--- src/sv/fda_pkg.sv ---
// Shared types, constants and arithmetic helpers for the fractional-delay allpass.
package fda_pkg;

    localparam int SAMPLE_W  = 16;
    localparam int GAIN_W    = 16;
    localparam int CFG_W     = 21;
    localparam int CFG_IDX_W = 2;

    typedef logic signed [SAMPLE_W-1:0] sample_t;
    typedef logic signed [GAIN_W-1:0]   gain_t;
    typedef logic [CFG_IDX_W-1:0]       cfg_idx_t;
    typedef logic [CFG_W-1:0]           cfg_data_t;

    // Register indexes on the configuration port
    localparam cfg_idx_t REG_FEEDBACK_GAIN = 2'd0;
    localparam cfg_idx_t REG_DELAY_LENGTH  = 2'd1;

    localparam gain_t GAIN_RESET        = 16'sd3277;
    localparam int    DELAY_RESET       = 256;
    localparam int    GAIN_ROUND        = 16384;
    localparam int    GAIN_FRAC_BITS    = 15;

    // Saturate an 18-bit signed value to a 16-bit sample
    function automatic sample_t sat16(input logic signed [SAMPLE_W+1:0] v);
        sample_t r;
        if (v > 18'sd32767)
            r = 16'sd32767;
        else if (v < -18'sd32768)
            r = -16'sd32768;
        else
            r = v[SAMPLE_W-1:0];
        return r;
    endfunction

    // (gain * x + 2^14) >> 15, floor shift
    function automatic logic signed [SAMPLE_W:0] gain_mul(input gain_t g, input sample_t x);
        logic signed [GAIN_W+SAMPLE_W-1:0] p;
        logic signed [GAIN_W+SAMPLE_W-1:0] pr;
        p  = g * x;
        pr = p + 32'(GAIN_ROUND);
        return pr[GAIN_W+SAMPLE_W-1:GAIN_FRAC_BITS];
    endfunction

endpackage

--- src/sv/fda_cfg.sv ---
// Configuration registers: allpass gain and clamped fractional delay.
module fda_cfg #(
    parameter int LINE_DEPTH          = 4096,
    parameter int DELAY_FRACTION_BITS = 8
) (
    input  logic                                            clk,
    input  logic                                            rst_n,
    input  logic                                            cfg_we,
    input  fda_pkg::cfg_idx_t                               cfg_index,
    input  fda_pkg::cfg_data_t                              cfg_data,
    output fda_pkg::gain_t                                  feedback_gain,
    output logic [$clog2(LINE_DEPTH)+DELAY_FRACTION_BITS:0] delay_length
);
    import fda_pkg::*;

    // Delay register holds up to the full line depth in fixed point
    localparam int     DW         = $clog2(LINE_DEPTH) + DELAY_FRACTION_BITS + 1;
    localparam int     CW         = (DW > CFG_W) ? DW : CFG_W;
    localparam longint FULL_RANGE = longint'(LINE_DEPTH) << DELAY_FRACTION_BITS;
    localparam logic [CW-1:0] FULL_CW = CW'(FULL_RANGE);
    localparam longint DELAY_INIT = (FULL_RANGE < longint'(DELAY_RESET)) ?
                                    FULL_RANGE : longint'(DELAY_RESET);

    gain_t           feedback_gain_reg;
    logic [DW-1:0]   delay_length_reg;
    logic [CW-1:0]   cfg_data_ext;
    logic [CW-1:0]   delay_clamped;

    // Clamp the delay to the line depth
    assign cfg_data_ext  = CW'(cfg_data);
    assign delay_clamped = (cfg_data_ext > FULL_CW) ? FULL_CW : cfg_data_ext;

    always_ff @(posedge clk or negedge rst_n)
    begin
        if (!rst_n)
        begin
            feedback_gain_reg <= GAIN_RESET;
            delay_length_reg  <= DW'(DELAY_INIT);
        end
        else if (cfg_we)
        begin
            case (cfg_index)
                REG_FEEDBACK_GAIN: feedback_gain_reg <= gain_t'(cfg_data[GAIN_W-1:0]);
                REG_DELAY_LENGTH:  delay_length_reg  <= delay_clamped[DW-1:0];
                default:           ; // drop writes to unknown registers
            endcase
        end
    end

    assign feedback_gain = feedback_gain_reg;
    assign delay_length  = delay_length_reg;

endmodule

--- config.mk ---
export PLATFORM = sky130hd
export DESIGN_NAME = fda_cfg
export DESIGN_NICKNAME = d
export VERILOG_FILES = /design/src/sv/fda_pkg.sv /design/src/sv/fda_cfg.sv
export SDC_FILE = /design/constraint.sdc
export NUM_CORES = 1
export LEC_CHECK = 0
export BUFFER_PORTS_ARGS = -buffer_cell sky130_fd_sc_hd__clkbuf_2
export CAP_MARGIN = 20
export CORE_MARGIN = 2
export CORE_UTILIZATION = 35
export CTS_CLUSTER_DIAMETER = 200
export DETAILED_ROUTE_END_ITERATION = 16
export SYNTH_ARGS = -nofsm -noshare
export SYNTH_HDL_FRONTEND = slang
export SYNTH_SLANG_ARGS = --single-unit
--- constraint.sdc ---
create_clock -name clk -period 2 [get_ports clk]
set_clock_uncertainty 0.2 [all_clocks]
set_input_delay 0.1 -clock clk [delete_from_list [all_inputs] [get_ports clk]]
set_output_delay 0.1 -clock clk [all_outputs]
set_load 0.05 [all_outputs]
Word level (Yosys, flattened, before mapping)
Cells that the tools add are included.

storage, ports and cells
  bits in registers = 37
  input bits = 26

operators by class
  magnitude comparators = 1
  equality and inequality tests = 1
  multiplexer cells = 1
  reductions and logical operators = 3

operators by type and width
  kind                    count
  $gt A21 B21 Y1 const B  1
  $mux W21                1
  $reduce_and A2 Y1       2
  $eq A2 B1 Y1 const B    1
  $logic_not A2 Y1        1

Depth between registers and ports, before layout
  depth in word-level cells = 2
  depth in mapped cells = 3
  mapped depth without buffers = 2

Worst setup path before layout
OpenSTA, ideal clock, no wires.

  kind = input -> register
  start = in cfg_index[0]
  end = reg feedback_gain_reg[12], in the netlist feedback_gain[12]
  arrival time = 0.930 ns
  required time = 1.675 ns
  slack = 0.744 ns
  cell stages on the path = 3
  cell sequence = nor3b_4 buf_12 mux2_4

on the way
  longest elaborated chain between the ends = 2

ends and longest elaborated chain
  element                             RTL line       text
  start, declared                     fda_cfg.sv:9   input fda_pkg::cfg_idx_t cfg_index,
  $logic_not A2 Y1                    fda_cfg.sv:42  case (cfg_index)
  $reduce_and A2 Y1 (no source line)  --
  end signal, assigned                fda_cfg.sv:43  REG_FEEDBACK_GAIN: feedback_gain_reg <= gain_t'(cfg_data[GAIN_W-1:0]);
  end, declared                       fda_cfg.sv:24  gain_t feedback_gain_reg;

No other way between the ends.
A chain may end at the register's enable or synchronous reset.

Worst setup path after layout
  start = reg delay_length_reg[8], in the netlist delay_length[8]
  end = out delay_length[8]

RTL lines
  element                 RTL line       text
  start, declared         fda_cfg.sv:25  logic [DW-1:0] delay_length_reg;
  start signal, assigned  fda_cfg.sv:38  delay_length_reg <= DW'(DELAY_INIT);
  start signal, assigned  fda_cfg.sv:44  REG_DELAY_LENGTH: delay_length_reg <= delay_clamped[DW-1:0];
  end, declared           fda_cfg.sv:12  output logic [$clog2(LINE_DEPTH)+DELAY_FRACTION_BITS:0] delay_length

No word-level cell between the ends.

==> results.sh <==
export IMPL_leakage_uw=0.00110
export IMPL_clk_pin_slew_ns=0.07
export IMPL_die_area_mm2=0.00511
export IMPL_cpLargestDelayFamily="flip-flops"
export IMPL_die_x_um=71.5
export IMPL_avgSynthCellArea_um2=15.8
export IMPL_stdcell_area_mm2=0.00223
export IMPL_diodes=0
export IMPL_rows=24
export IMPL_synth_cell_type_count=10
export IMPL_critical_path_startpoint_type="flip-flop"
export IMPL_synthToLayoutAreaGrowth_pct=39.7
export IMPL_grt_pass1_wl_um=5580
export IMPL_root_buffer="clkbuf_8"
export IMPL_vias_per_cell=4.59
export IMPL_power_frac_clock_pct=21.1
export IMPL_num_nets_final=214
export IMPL_synth_top_area_share_pct=45.5
export IMPL_synth_top_area_cell="dfrtp_1"
export IMPL_p_int_uw=1400
export IMPL_htree_levels=2
export IMPL_slowest_delay_ns=0.53
export IMPL_criticalPathCategory="reg2out"
export IMPL_via_count=1105
export IMPL_place_congestion=0.712
export IMPL_coreArea_mm2=0.00438
export IMPL_cts_tree="built"
export IMPL_pwr_share_seq_pct=41.8
export IMPL_swShare_pct=39.5
export IMPL_whs_ns=0.189
export IMPL_critPathCaptureType="output pin"
export IMPL_largest_reg_flops=21
export IMPL_drt_iter0_markers=28
export IMPL_setup_viol=0
export IMPL_cts_buffers=5
export IMPL_outcome="finished, final reports clean"
export IMPL_netlist_area_mm2=0.00159
export IMPL_combPwrFrac_pct=37.1
export IMPL_powerDensity_mw_per_mm2=1040
export IMPL_drt_wirelength_per_cell_um=13.3
export IMPL_rsz0062_at_grt="false"
export IMPL_io_pins=63
export IMPL_dr_pass1_iters=4
export IMPL_drc=0
export IMPL_antenna_found_initial=0
export IMPL_slew_viol_final=0
export IMPL_finalHoldViolCount=0
export IMPL_start_util_pct=36.4
export IMPL_cts_setup_buffers=0
export IMPL_syn_nets=127
export IMPL_power_switching_uw=911
export IMPL_cts_sinks=37
export IMPL_relSlewSlack_pct=67.6
export IMPL_grt_max_degree=38
export IMPL_clk_latency_ns=0.28
export IMPL_min_period_ns=1.39
export IMPL_worst_slew_pin_slew_ns=0.486
export IMPL_hpwlAfterDp_um=2190
export IMPL_layout_drive_gt1_share_pct=62.4
export IMPL_grt_usage_pct=13.8
export IMPL_crit_chain="clkbuf_2"
export IMPL_setup_tns_ns=0
export IMPL_overflow=0
export IMPL_vdd_drop_max_mv=0.481
export IMPL_io_buffers=62
export IMPL_synth_cells=101
export IMPL_grt_pass1_vias=1215
export IMPL_critPathRequiredTime_ns=1.70
export IMPL_arrival_ns=1.09
export IMPL_placed_area_mm2=0.00193
export IMPL_die_h_um=71.5
export IMPL_crit_path_max_fanout=2
export IMPL_synth_area_leaders="dfrtp_1 46%, mux2_2 19%, dfstp_2 13%"
export IMPL_drv_cap=0
export IMPL_ys_warn_count=0
export IMPL_wl_um=3210
export IMPL_min_period_over_period_pct=69.4
export IMPL_critPathBufInv=1
export IMPL_ant_nets=0
export IMPL_crit_slowest_cell="dfstp_2"
export IMPL_worstHoldPathType="in2async"
export IMPL_seq_area_frac_synth_pct=58.7
export IMPL_ctsLongestPathBuffers=2
export IMPL_fmax_ghz=0.720
export IMPL_ys_seq_elements=37
## power by group through the flow
stage	logic (uW)	clock network [uW]	registers, uW
after floorplan	177	0	1430
final	856	488	966
after global placement	824	0	972
after global routing	902	551	982
after detailed placement	832	0	978
after CTS	865	512	968
## cells in the mapped netlist
| master | number |
|---|---|
| dfstp_2 | 8 |
| nor2b_1 | 20 |
| nor3b_4 | 1 |
| buf_12 | 1 |
| dfrtp_1 | 29 |
| clkbuf_1 | 2 |
| mux2_2 | 27 |
| buf_6 | 2 |
| and3b_2 | 1 |
| mux2_4 | 10 |
## placed cells by master, fill, tap and decap left out
cell type,n
nor2b_1,20
clkbuf_2,62
mux2_4,10
dlygate4sd3_1,21
and3b_2,1
clkinv_2,2
buf_4,2
nor3b_4,1
dfstp_2,8
mux2_2,27
clkbuf_8,5
dfrtp_1,29
clkbuf_1,1
## kinds of logic after synthesis
kind of cell,after synthesis,share of synthesized area (%)
muxes,37,28.5
DFF,37,58.7
and+or+nand+nor,22,9.65
buffers and inverters,5,3.14
## timing repair
| item | CTS | global route |
|---|---|---|
| gates resized for setup | 0 | 0 |
| hold endpoints to repair | 71 | 0 |
| hold buffers | 21 | 0 |
## cell type report
type | instances | area (um2)
clock buffers | 6 | 72.6
clock inverters | 2 | 10.0
fillers | 398 | 2160
multi-input cells | 59 | 608
flip-flops and latches | 37 | 936
well taps | 52 | 65.1
repair buffers | 85 | 536
## path summary, 6_finish.rpt
kind | startpoint | to | slack [ns] | cells after the start
worst max-delay path | delay_length[8] | delay_length[8] | 0.61 | 1
worst min-delay path | rst_n | delay_length[12] | 0.19 | 3
worst max register to register | delay_length[4] | delay_length[4] | 1.03 | 1
worst min register to register | delay_length[6] | delay_length[6] | 0.31 | 1
max in group asynchronous | rst_n | feedback_gain[3] | 1.06 | 3
min in group clk | cfg_index[0] | feedback_gain[8] | 0.23 | 4
## per-stage QoR
step / setup slack, ns / std cells / total power [uW] / util [%]
6_report: 0.612 / 241 / 2310 / 50.8
5_1_grt: 0.567 / 241 / 2430 / 50.8
4_1_cts: 0.593 / 241 / 2350 / 50.8
3_5_place_dp: 0.484 / 212 / 1810 / 44.1
3_3_place_gp: 0.526 / 212 / 1800 / 44.1
2_1_floorplan: 0.744 / 101 / 1610 / -
## layer usage
layer | up-vias | global-route usage [%] | wire (um)
met1 | 531 | 17.7 | 1460
met3 | 6 | 5.77 | 285
met4 | 0 | 4.40 | 27
met5 | - | 0 | 0
met2 | 52 | 21.2 | 1440
li1 | 516 | - | -
(Power assumes the default switching activity.)
